<file path="src/rtl/core/msms_pkg.sv">
// Shared types and constants for the minimum-separation mark store.
// Depends on nothing; imported by the controller, datapath and top level.
package msms_pkg;

   localparam int XY_W     = 16;
   localparam int THR_W    = 33;
   localparam int COLOR_W  = 24;
   localparam int RSP_CNT_W = 9;
   localparam int CSR_IDX_W = 2;

   // configuration register indexes
   typedef enum logic [CSR_IDX_W-1:0] {
      CSR_MIN_SEP_SQ = 2'd0,
      CSR_USE_PALETTE = 2'd1,
      CSR_FIXED_COLOR = 2'd2
   } csr_index_type;

   typedef enum logic [1:0] {
      OUT_STORED    = 2'd0,
      OUT_NONFINITE = 2'd1,
      OUT_DUPLICATE = 2'd2,
      OUT_FULL      = 2'd3
   } outcome_type;

   typedef enum logic [3:0] {
      ST_IDLE   = 4'b0001,
      ST_SCAN   = 4'b0010,
      ST_DRAIN  = 4'b0100,
      ST_FINISH = 4'b1000
   } state_type;

   typedef struct packed {
      logic load;    // latch the point, clear the hit flag and scan index
      logic read;    // issue a table read at the scan index and advance
      logic finish;  // judge, store if allowed and emit the result
   } cmd_type;

   typedef struct packed {
      logic empty;      // no marks held
      logic scan_last;  // scan index points at the last held mark
      logic pipe_idle;  // no compare in flight
   } status_type;

   localparam logic [COLOR_W-1:0] RST_FIXED_COLOR = 24'h4287F5;
   localparam logic [THR_W-1:0]   RST_MIN_SEP_SQ  = 33'd4096;

   function automatic logic [COLOR_W-1:0] palette_color(input logic [2:0] idx);
      logic [COLOR_W-1:0] c;
      case (idx)
         3'd0:    c = 24'hE63946;
         3'd1:    c = 24'h1D3557;
         3'd2:    c = 24'h2A9D8F;
         3'd3:    c = 24'hE9C46A;
         3'd4:    c = 24'hF4A261;
         3'd5:    c = 24'h7E57C2;
         3'd6:    c = 24'h457B9D;
         default: c = 24'hE76F51;
      endcase
      return c;
   endfunction

endpackage

</file>
<file path="src/rtl/core/msms_ctrl.sv">
// Sequencing state machine of the mark store: accept, scan, drain, finish.
// Depends on msms_pkg for the state, command and status types.
module msms_ctrl (
   input  logic                clock,
   input  logic                reset,
   input  logic                start,
   input  logic                coords_finite,
   input  msms_pkg::status_type status,
   output msms_pkg::cmd_type   cmd,
   output logic                busy
);
   import msms_pkg::*;

   state_type state_ff, state_in;

   always_ff @(posedge clock) begin
      if (reset) begin
         state_ff <= ST_IDLE;
      end else begin
         state_ff <= state_in;
      end
   end

   always_comb begin
      state_in   = state_ff;
      cmd        = '0;
      unique case (state_ff)
         ST_IDLE: begin
            if (start) begin
               cmd.load = 1'b1;
               // non-finite point or nothing to compare against: judge at once
               if (coords_finite && !status.empty) begin
                  state_in = ST_SCAN;
               end else begin
                  state_in = ST_FINISH;
               end
            end
         end
         ST_SCAN: begin
            cmd.read = 1'b1;
            if (status.scan_last) begin
               state_in = ST_DRAIN;
            end
         end
         ST_DRAIN: begin
            if (status.pipe_idle) begin
               state_in = ST_FINISH;
            end
         end
         ST_FINISH: begin
            cmd.finish = 1'b1;
            state_in   = ST_IDLE;
         end
         default: begin
            state_in = ST_IDLE;
         end
      endcase
   end

   assign busy = (state_ff != ST_IDLE);

endmodule

</file>
<file path="config.mk">
export PLATFORM = sky130hd
export DESIGN_NAME = msms_ctrl
export DESIGN_NICKNAME = d
export VERILOG_FILES = /design/src/rtl/core/msms_pkg.sv /design/src/rtl/core/msms_ctrl.sv
export SDC_FILE = /design/constraint.sdc
export NUM_CORES = 1
export LEC_CHECK = 0
export BUFFER_PORTS_ARGS = -buffer_cell sky130_fd_sc_hd__buf_2
export CAP_MARGIN = 20
export CORE_AREA = 3 3 40 42
export DETAILED_ROUTE_END_ITERATION = 8
export DIE_AREA = 0 0 43 45
export GPL_TIMING_DRIVEN = 0
export PLACE_DENSITY_LB_ADDON = 0.3
export SLEW_MARGIN = 0
export SYNTH_ARGS = -nofsm -noshare
export SYNTH_HDL_FRONTEND = slang
export SYNTH_SLANG_ARGS = --single-unit
export TNS_END_PERCENT = 1
</file>
<file path="constraint.sdc">
create_clock -name clock -period 1.4 [get_ports clock]
set_clock_uncertainty 0.15 [all_clocks]
set_input_delay 0.14 -clock clock [delete_from_list [all_inputs] [get_ports clock]]
set_output_delay 0.14 -clock clock [all_outputs]
set_load 0.01 [all_outputs]
</file>
## Word level (Yosys, flattened, before mapping)

Cells that the tools add are included.

| storage, ports and cells | value |
|---|---|
| input port bits | 7 |
| output and inout bits | 4 |
| word-level logic and storage cells | 21 |
| bits in registers | 4 |

| cells by class | value |
|---|---|
| equal/unequal tests | 8 |
| mux-type cells | 9 |
| reduce and logical (&&, ||, !) cells | 3 |

Operator list:

| cell | number |
|---|---|
| 4-bit two-way mux | 4 |
| 4-bit one-hot mux with 3 select lines | 1 |
| 2-bit inequality test (second input constant) | 3 |
| 4-bit by 1-bit equality test with 1-bit output (second input constant) | 1 |
| 4-bit by 2-bit equality test with 1-bit output (second input constant) | 1 |
| 4-bit by 3-bit equality test with 1-bit output (second input constant) | 1 |
| 4-bit equality test (second input constant) | 1 |
| 1-bit two-way mux | 4 |
| 4-bit by 1-bit inequality test with 1-bit output (second input constant) | 1 |
| 3-bit AND reduction | 1 |
| 1-bit logical AND | 1 |
| 1-bit zero test | 1 |

## Logic depth before layout (Yosys ltp)

Gate-level depths: netlist of the first run.

| logic depth | value |
|---|---|
| depth in word-level cells | 5 |
| mapped depth | 4 |
| gate-level depth less buffers | 3 |

## Worst setup path after synthesis of the first run

OpenSTA, ideal clock, no wires.

| path | value |
|---|---|
| kind | flip-flop to flip-flop |
| start point | register state_ff[3] |
| end point | register state_ff[1] |
| required time | 1.154 ns |
| library setup time | 0.096 ns |
| arrival time | 1.131 ns |
| cell stages (with the launch flop) | 4 |
| buffers on the path | 0 |
| clock period less this slack | 1.377 ns |
| setup slack | 0.023 ns |
| path through | dfxtp_1 nor4b_1 nand2_1 o41ai_2 |

| between the ends | value |
|---|---|
| longest elaborated chain between the ends | 3 |
| elaborated cells on any way between the ends | 8 |
| classes of those cells | eq/ne: 6; mux: 1; reduce/logical: 1 |

Ends and longest elaborated chain:

| item | line | text |
|---|---|---|
| from (decl) | msms_ctrl.sv:14 | `state_type state_ff, state_in;` |
| from (signal assigned) | msms_ctrl.sv:20 | `state_ff <= state_in;` |
| 4-bit by 2-bit equality test with 1-bit output (tied with other cells) | msms_ctrl.sv:27 | `unique case (state_ff)` |
| 2-bit inequality test (no source line) | - |  |
| 3-bit AND reduction (no source line) | - |  |

Several ways; a longest one is shown, not always the timed one.
A chain may end at the register's enable or synchronous reset.

==> results of run 1 <==
==> repair_timing <==
action | 4_1_cts | 5_1_grt
buffers inserted | 3 | 2
pin swaps | 1 | 2
endpoints found under the setup margin | 4 | 5
resized for setup | 5 | 7
==> synthesized netlist by cell type (all sizes together) <==
master,number,area [sq um]
o311a,1,10.0
nand2,1,3.75
inv,4,15.0
a31oi,2,12.5
nor2b,2,15.0
buf,1,11.3
nor2,3,11.3
nor4b,3,32.5
nor3b,1,12.5
dfxtp,4,80.1
o41ai,1,16.3
a2111oi,1,27.5
nand3,1,5.00
nand2b,1,6.26
a21o,1,8.76
a211o,1,10.0
nor4,1,6.26
o21ai,1,5.00
==> power by group through the flow <==
stage | Combinational (W) | Clock [W] | Sequential [W]
6_report | 0.0000855 | 0.000142 | 0.000130
4_1_cts | 0.0000712 | 0.000148 | 0.000130
3_3_place_gp | 0.0000695 | 0 | 0.000133
2_1_floorplan | 0.0000456 | 0 | 0.000130
3_5_place_dp | 0.0000693 | 0 | 0.000132
5_1_grt | 0.0000918 | 0.000156 | 0.000132
==> cells in the final DEF, fill, tap and decap left out, drive strengths merged <==
master   count
o21ai        1
buf         15
dfxtp        4
o311a        1
a211o        1
clkbuf       3
nand3        1
nor3b        1
nor4b        3
nand2b       1
a31oi        2
inv          4
a21o         1
a2111oi      1
o41ai        1
nand2        1
nor4         1
nor2b        2
nor2         3
==> cells by family after synthesis <==
kind of cell | count (synthesis) | synth area share, %
buf+inv | 5 | 9.09
simple gates | 13 | 32.0
compound gates | 8 | 31.2
flops | 4 | 27.7
==> final timing paths <==
| kind | from | end |
|---|---|---|
| setup / recovery | state_ff[3] | cmd[2] |
| hold / removal | reset | state_ff[2] |
| setup reg to reg | state_ff[2] | state_ff[3] |
| hold reg to reg | state_ff[3] | state_ff[2] |
==> metrics by stage <==
| step | area, sq um | setup TNS (ns) | setup slack, ns | hold slack [ns] |
|---|---|---|---|---|
| CTS | 415 | -0.0677 | -0.0657 | 0.0203 |
| floorplan | 289 | 0 | 0.0228 | 0.0671 |
| global placement | 358 | 0 | 0.0570 | 0.277 |
| global route | 444 | -0.265 | -0.120 | 0.0383 |
| finish | 444 | -0.0327 | -0.0327 | 0.0314 |
| detailed placement | 358 | 0 | 0.0582 | 0.277 |
==> per-layer routing <==
metal | track usage, % | part of all wire [%]
met5 | 0 | 0
met4 | 5.42 | 0
met3 | 1.59 | 7.4
met2 | 11.7 | 50
met1 | 9.40 | 42
==> area by class of cell <==
cell class	count	area, sq um	share of cell area, %
inverters	4	15.0	3.38
repair buffers	15	91.3	20.6
multi-input cells	21	204	45.9
well taps	15	18.8	4.23
clock buffers	3	22.5	5.07
flip-flops and latches	4	92.6	20.8
==> worst max-delay path, delay by kind of cell (launching register included) <==
kind / cells / cell delay [ns]
simple gates: 2 / 0.35
buf+inv: 2 / 0.20
flops: 1 / 0.36
==> impl_metrics.csv, run 1 <==
group,metric,value,unit
clock_network,postCtsHoldBufs,0,
global_routing,grt_pass1_wl,1080,um
sta,clock.fmax,0.698,GHz
finish,largest_reg_flops,4,
die,core,1280,sq um
global_routing,gr-total-overflow,0,
synth,seq_area_frac_synth,27.7,%
sta,maxSlewHeadroom,83.5,%
die,initial_utilization,22.5,%
die,die-area,1940,sq um
synth,avgSynthCellArea,9.63,sq um
die,die_width,43,um
run_status,failed_checks,"negative setup slack",
clock_network,path_clk_slew,0.04,ns
finish,antenna_cells,0,
worst_setup_path,r2r_slack,0,ns
sta,min_period,1.43,ns
place,gp_congestion,0.630,
worst_setup_path,required,1.11,ns
sta,hold_viol,0,
clock_network,cts_max_path_buffers,2,
drt,wl_per_cell,11.8,um
worst_setup_path,critPathMaxFanout,6,
sta,rsz0062_at_grt,"true",
finish,final_net_count,56,
place,dp_hpwl,460,um
synth,synth_seq_cells,4,
global_routing,track_usage,7.58,%
worst_setup_path,cp_slowest_cell,"dfxtp_4",
sta,max_slew.worst_pin.slew,0.244,ns
finish,drive_gt1_share,66.0,%
sta,min_period_over_period,102,%
drt,drt_wl_total,732,um
power,switchingPower,0.0000960,W
finish,area_delta_synth_final,53.7,%
worst_hold_path,hp-class,"in2reg",
finish,utilization,34.6,%
finish,reg_top3,"state_ff: 4 flops",
die,rows,13,
worst_setup_path,cp.arrival,1.14,ns
clock_network,clock-sinks,4,
synth,netlist-cell-type-count,20,
die,boundaryPins,11,
synth,synth_area,289,sq um
power,p_total,0.000358,W
worst_setup_path,crit_type,"reg2out",
finish,final_cells,62,
flow_run,cap_violations,0,
power,p_seq_share,36.3,%
clock_network,h-tree-depth,1,
sta,setup_viol,1,
drt,drt_iter0_drc,9,
drt,dr.pass1.iters,4,
worst_setup_path,cp_cell_sequence,"nor4b_4 > inv_2 > nor2_1 > buf_2",
drt,via_per_inst,4.74,
power,switching_share,26.8,%
drt,drc_errors,0,
worst_setup_path,max_stage_delay,0.36,ns
global_routing,grt_pass1_vias,264,
power,peakVddDrop,0.206,mV
drt,antenna_left,0,
sta,setup_slack,-0.0327,ns
global_routing,grt_max_degree,9,
clock_network,numCtsBuffers,3,
clock_network,cts-root-buf,"clkbuf_4",
run_status,status,"complete, but fails checks",
finish,fillers,136,
power,p_leak,0.199,nW
worst_setup_path,r2r_cells,5,
power,power_density,806,nW/um^2
drt,vias,294,
power,internal_power,0.000262,W
power,pwr-share-clk,39.8,%
die,fp.dieH,45,um
clock_network,cts_tree,"built",
synth,ys_warn_count,0,
sta,slew_viol_final,0,
worst_setup_path,end_kind,"output pin",
place,port_buffers,10,
synth,syn_nets,37,
place,dp.cells,55,
worst_setup_path,crit_path_start_kind,"flop",
power,comb_power_share,23.9,%
synth,syn_inst,30,
worst_hold_path,holdPathStages,2,
global_routing,antenna_found_initial,0,
clock_network,insertion_delay,0.23,ns
finish,regMostFlops,"state_ff",
Note: power is estimated with default switching activity, not from simulation.
==> run 2: changes to the inputs <==
--- a/config.mk
+++ b/config.mk
@@ -7,9 +7,9 @@
 export LEC_CHECK = 0
 export BUFFER_PORTS_ARGS = -buffer_cell sky130_fd_sc_hd__buf_2
 export CAP_MARGIN = 20
-export CORE_AREA = 3 3 40 42
+export CORE_AREA = 2 2 39 41
 export DETAILED_ROUTE_END_ITERATION = 8
-export DIE_AREA = 0 0 43 45
+export DIE_AREA = 0 0 41 43
 export GPL_TIMING_DRIVEN = 0
 export PLACE_DENSITY_LB_ADDON = 0.3
 export SLEW_MARGIN = 0
==> constraint.sdc (replaced) <==
create_clock -name clock -period 1.4 [get_ports clock]
set_clock_uncertainty 0.15 [all_clocks]
set_input_delay 0.14 -clock clock [delete_from_list [all_inputs] [get_ports clock]]
set_output_delay 0.14 -clock clock [all_outputs]
set_load 0.1 [all_outputs]
==> run 2 against run 1 <==
The run still ends with negative setup slack left. Global-route usage up 2.3 points. Die area down 8.9%. Hold slack worse by 0.017 ns. Setup slack worse by 0.10 ns. Utilization up 3.0 points. Final cell count up 3.2%.
==> impl_metrics.csv, run 2 (same netlist as run 1, synthesis figures left out) <==
group,metric,value,unit
run_status,status,"complete, but fails checks",
run_status,failed_checks,"negative setup slack",
finish,regMostFlops,"state_ff",
finish,final_net_count,57,
finish,area_delta_synth_final,79.7,%
finish,drive_gt1_share,68.8,%
clock_network,insertion_delay,0.24,ns
drt,antenna_left,0,
die,die_width,41,um
sta,setup_viol,5,
global_routing,met3_usage,4.71,%
global_routing,grtUsageMet1,11.6,%
clock_network,postCtsHoldBufs,0,
power,p_leak,0.217,nW
power,switchingPower,0.000164,W
finish,reg_top3,"state_ff: 4 flops",
power,power_density,854,nW/um^2
place,dp_hpwl,493,um
finish,fillers,150,
global_routing,track_usage,9.84,%
die,boundaryPins,11,
worst_setup_path,end_kind,"output pin",
place,port_buffers,10,
power,p_seq_share,30.3,%
drt,drc_errors,0,
worst_hold_path,hp-class,"in2reg",
finish,final_common_cell,"buf_2",
clock_network,numCtsBuffers,3,
global_routing,global_route.peak_usage_layer,"met2",
die,initial_utilization,20.9,%
finish,antenna_cells,0,
sta,max_slew.worst_pin.slew,0.277,ns
power,comb_power_share,37.1,%
global_routing,grt_max_degree,9,
clock_network,cts_tree,"built",
drt,wl_per_cell,11.7,um
worst_setup_path,crit_type,"reg2out",
worst_setup_path,cp.arrival,1.24,ns
die,fp.dieH,43,um
global_routing,met2_usage,14.7,%
power,internal_power,0.000279,W
sta,min_period,1.53,ns
die,die-area,1760,sq um
sta,rsz0062_at_grt,"true",
clock_network,cts_max_path_buffers,2,
power,peakVddDrop,0.381,mV
drt,drt_iter0_drc,0,
worst_setup_path,critPathMaxFanout,3,
worst_setup_path,crit_path_start_kind,"flop",
die,core,1380,sq um
sta,final.setup.tns,-0.541,ns
finish,layout_common_cells,"6 x buf_2, 5 x buf_4",
clock_network,clock-sinks,4,
sta,clock.fmax,0.652,GHz
global_routing,gr-total-overflow,0,
clock_network,h-tree-depth,1,
power,switching_share,37.1,%
worst_setup_path,required,1.11,ns
global_routing,grt_pass1_vias,262,
sta,slew_viol_final,0,
drt,via_per_inst,4.63,
drt,vias,296,
power,pwr-share-clk,32.7,%
sta,maxSlewHeadroom,81.7,%
global_routing,grt_pass1_wl,1120,um
die,rows,14,
place,dpl_cell_area,397,sq um
finish,largest_reg_flops,4,
drt,drt_wl_total,749,um
sta,setup_slack,-0.135,ns
sta,min_period_over_period,110,%
flow_run,cap_violations,0,
finish,fin_area,519,sq um
place,gp_congestion,0.649,
drt,dr.pass1.iters,1,
clock_network,path_clk_slew,0.03,ns
global_routing,antenna_found_initial,0,
clock_network,cts-root-buf,"clkbuf_4",
sta,hold_viol,0,
==> run 2: metrics by stage <==
stage	setup slack (ns)	instances	hold slack [ns]	utilization [%]	power, W
final	-0.135	64	0.0147	37.5	0.000443
after global placement	-0.303	56	0.275	28.7	0.000271
after global routing	-0.214	64	0.0327	37.5	0.000475
after floorplan	-0.697	30	0.0671	-	0.000245
after CTS	-0.201	64	0.0131	36.9	0.000446
after detailed placement	-0.316	56	0.276	28.7	0.000272
==> run 2: power groups by stage <==
stage	logic [W]	registers, W	clock network (W)
after floorplan	0.000111	0.000134	0
after global placement	0.000134	0.000137	0
after detailed placement	0.000135	0.000137	0
after CTS	0.000161	0.000133	0.000152
after global routing	0.000173	0.000135	0.000167
final	0.000164	0.000134	0.000145
==> run 2: layout make-up <==
cell class	instances	area, sq um	area share [%]
multi-input cells	21	229	44.1
repair buffers	15	130	25.1
flip-flops and latches	4	91.3	17.6
clock buffers	3	22.5	4.34
well taps	16	20.0	3.86
inverters	4	15.0	2.89
plain buffers	1	11.3	2.17
==> run 2: final timing paths <==
path | start | to | slack (ns) | depth (start not counted)
worst max-delay path | state_ff[2] | cmd[2] | -0.13 | 4
worst min register to register | state_ff[0] | state_ff[2] | 0.37 | 1
worst max register to register | state_ff[1] | state_ff[3] | -0.12 | 6
worst min-delay path | reset | state_ff[2] | 0.01 | 2
==> run 2: per-layer routing <==
layer | vias to the layer above | routed length [um]
met1 | 132 | 340
li1 | 150 | -
met5 | - | 0
met2 | 11 | 351
met3 | 3 | 49
met4 | 0 | 8
==> run 2: critical path, cell delays in order (launching register included) <==
cell and delay, ns:
dfxtp_4 0.36, nor4b_4 0.28, inv_2 0.09, nor2_4 0.10, buf_12 0.18
==> run 2: timing repair <==
action | 4_1_cts | 5_1_grt
buffers inserted | 5 | 0
pin swaps | 5 | 1
endpoints found under the setup margin | 6 | 7
gates resized for setup | 15 | 2
==> run 3: changes to the inputs <==
--- a/config.mk
+++ b/config.mk
@@ -5,6 +5,7 @@
 export SDC_FILE = /design/constraint.sdc
 export NUM_CORES = 1
 export LEC_CHECK = 0
+export ABC_AREA = 1
 export BUFFER_PORTS_ARGS = -buffer_cell sky130_fd_sc_hd__buf_2
 export CAP_MARGIN = 20
 export CORE_AREA = 2 2 39 41
==> run 3 against run 2 <==
The run still ends with negative setup slack left. Sequential power is 11% higher. Setup slack better by 0.093 ns. Via count is 8.8% higher. Area after synthesis is 2.2% higher. Non-clock buffer count is 1 lower. Critical path depth is 1 higher. Fmax is 6.5% higher. Critical path type unchanged.
==> impl_metrics.csv, run 3 <==
group,metric,value,unit
drt,wl_per_cell,9.45,um
drt,drt_iter0_drc,1,
clock_network,clock-sinks,4,
clock_network,cts_tree,"built",
worst_setup_path,endpoint,"cmd[2]",
finish,regMostFlops,"state_ff",
die,die-area,1760,sq um
synth,synthTopCellsByArea,"dfxtp_1 27%, nor2_2 11%, inv_1 7.6%",
synth,seq_area_frac_synth,27.1,%
run_status,failed_checks,"negative setup slack",
die,core,1380,sq um
die,boundaryPins,11,
place,dpl_cell_area,403,sq um
synth,synth_top_area_share,27.1,%
synth,ys_warn_count,0,
die,fp.dieH,43,um
finish,area_delta_synth_final,75.4,%
synth,avgSynthCellArea,7.38,sq um
global_routing,antenna_found_initial,0,
synth,ys_top_cells_by_count,"6 x inv_1, 5 x nor2_1, 5 x nor2_2, 4 x dfxtp_1",
place,dp_slack,-0.154,ns
place,dp_hpwl,533,um
finish,antenna_cells,0,
sta,clock.fmax,0.694,GHz
clock_network,path_clk_slew,0.03,ns
sta,min_period_over_period,103,%
power,p_leak,0.255,nW
worst_setup_path,cp-startpoint,"state_ff[0]",
worst_setup_path,crit_path_start_kind,"flop",
die,rows,14,
finish,drive_gt1_share,69.0,%
drt,antenna_left,0,
clock_network,h-tree-depth,1,
synth,synth_most_common_cell,"inv_1",
global_routing,grt_pass1_wl,1190,um
finish,largest_reg_flops,4,
worst_setup_path,cp.arrival,1.15,ns
clock_network,insertion_delay,0.23,ns
worst_setup_path,r2r_slack,0.06,ns
synth,synth_flop_cell,"dfxtp_1",
drt,vias,322,
synth,netlist.top_cell.by_area,"dfxtp_1",
drt,drt_wl_total,699,um
worst_hold_path,hp-class,"in2reg",
synth,syn_nets,47,
worst_setup_path,r2r_start,"state_ff[0]",
flow_run,cap_violations,0,
sta,hold_viol,0,
finish,final_common_cell,"buf_2",
drt,drc_errors,0,
synth,netlist-cell-type-count,18,
sta,setup_viol,2,
drt,dr.pass1.iters,5,
power,peakVddDrop,0.498,mV
die,die_width,41,um
synth,async_flop_share,0,%
run_status,status,"complete, but fails checks",
sta,setup_slack,-0.0411,ns
worst_setup_path,critPathMaxFanout,3,
sta,min_period,1.44,ns
sta,maxSlewHeadroom,81.6,%
sta,max_slew.worst_pin.slew,0.278,ns
sta,final.setup.tns,-0.0491,ns
worst_setup_path,required,1.11,ns
finish,reg_top3,"state_ff: 4 flops",
synth,synth_area,295,sq um
worst_setup_path,end_kind,"output pin",
place,port_buffers,10,
finish,final_net_count,67,
finish,layout_common_cells,"6 x buf_2, 5 x inv_1, 5 x buf_4",
clock_network,numCtsBuffers,3,
sta,slew_viol_final,0,
finish,utilization,37.4,%
global_routing,gr-total-overflow,0,
synth,synth_seq_cells,4,
global_routing,grt_max_degree,5,
worst_setup_path,reg2reg_to,"state_ff[2]",
finish,fin_area,518,sq um
clock_network,cts_max_path_buffers,2,
sta,rsz0062_at_grt,"true",
power,power_density,1190,nW/um^2
synth,synth_edf_count,0,
clock_network,cts-root-buf,"clkbuf_4",
global_routing,grt_pass1_vias,300,
synth,syn_inst,40,
worst_setup_path,r2r_cells,6,
drt,via_per_inst,4.35,
power,p_total,0.000617,W
place,gp_congestion,0.725,
global_routing,track_usage,10.5,%
die,initial_utilization,21.3,%
worst_setup_path,crit_type,"reg2out",
[run 3: cell count changes after synthesis, moves of 2 or more]
| cell | previous run | this run |
|---|---|---|
| nor2_4 | 0 | 2 |
| nor4b_1 | 2 | 0 |
| nor2_1 | 3 | 5 |
| nor2_2 | 0 | 5 |
| nand2_2 | 0 | 3 |
| nand2_1 | 1 | 3 |
| inv_1 | 4 | 6 |
[run 3: worst min-delay path by stage]
| stage | startpoint | to | slack [ns] | depth (start not counted) |
|---|---|---|---|---|
| after global routing | status[1] | state_ff[2] | 0.08 | 3 |
| final | status[1] | state_ff[2] | 0.05 | 3 |
| after floorplan | reset | state_ff[2] | 0.06 | 1 |
| after detailed placement | reset | state_ff[2] | 0.16 | 2 |
| after CTS | status[1] | state_ff[2] | 0.05 | 3 |
| after global placement | reset | state_ff[2] | 0.17 | 2 |
[run 3: critical path, stage by stage (launching register included)]
cell     delay (ns)
dfxtp_4        0.37
inv_4          0.04
nor2_4         0.14
nand2_8        0.07
nor2_4         0.11
buf_12         0.18
[run 3: where the power goes]
part           internal, W  leakage [nW]  switching (W)
combinational     0.000116         0.207       0.000216
clock            0.0000954        0.0138      0.0000402
sequential        0.000130        0.0342      0.0000197
total             0.000341         0.255       0.000275
[run 3: cell type report]
cell class / instances / area, sq um
repair buffers: 15 / 129
fillers: 151 / 866
inverters: 7 / 28.8
multi-input cells: 29 / 230
well taps: 16 / 20.0
clock buffers: 3 / 22.5
flip-flops and latches: 4 / 87.6
[run 3: what timing repair did]
item / in CTS / in global routing
gates resized for setup: 16 / 2
endpoints found under the hold margin: 1 / 0
hold buffers: 1 / 0
endpoints found under the setup margin: 4 / 5
pin swaps: 3 / 2
buffers inserted: 3 / 1
[run 3: stage by stage]
step                      cells  hold slack [ns]
final                        74           0.0514
after global routing         74           0.0815
after detailed placement     66            0.164
after CTS                    73           0.0511
after global placement       66            0.165
after floorplan              40           0.0624
[run 3: layer usage]
metal	wire [um]	global-route usage, %	vias up	share of wire (%)
li1	-	-	164	-
met1	269	11.2	146	38
met2	388	15.9	10	56
met3	31	2.09	2	4.4
met4	10	10.0	0	1.4
met5	0	0	-	0
[run 3: logic make-up after synthesis]
| family | count (synthesis) | synth area share, % |
|---|---|---|
| AOI/OAI and AO/OA | 3 | 8.05 |
| buffers and inverters | 7 | 8.90 |
| DFF | 4 | 27.1 |
| and+or+nand+nor | 26 | 55.9 |
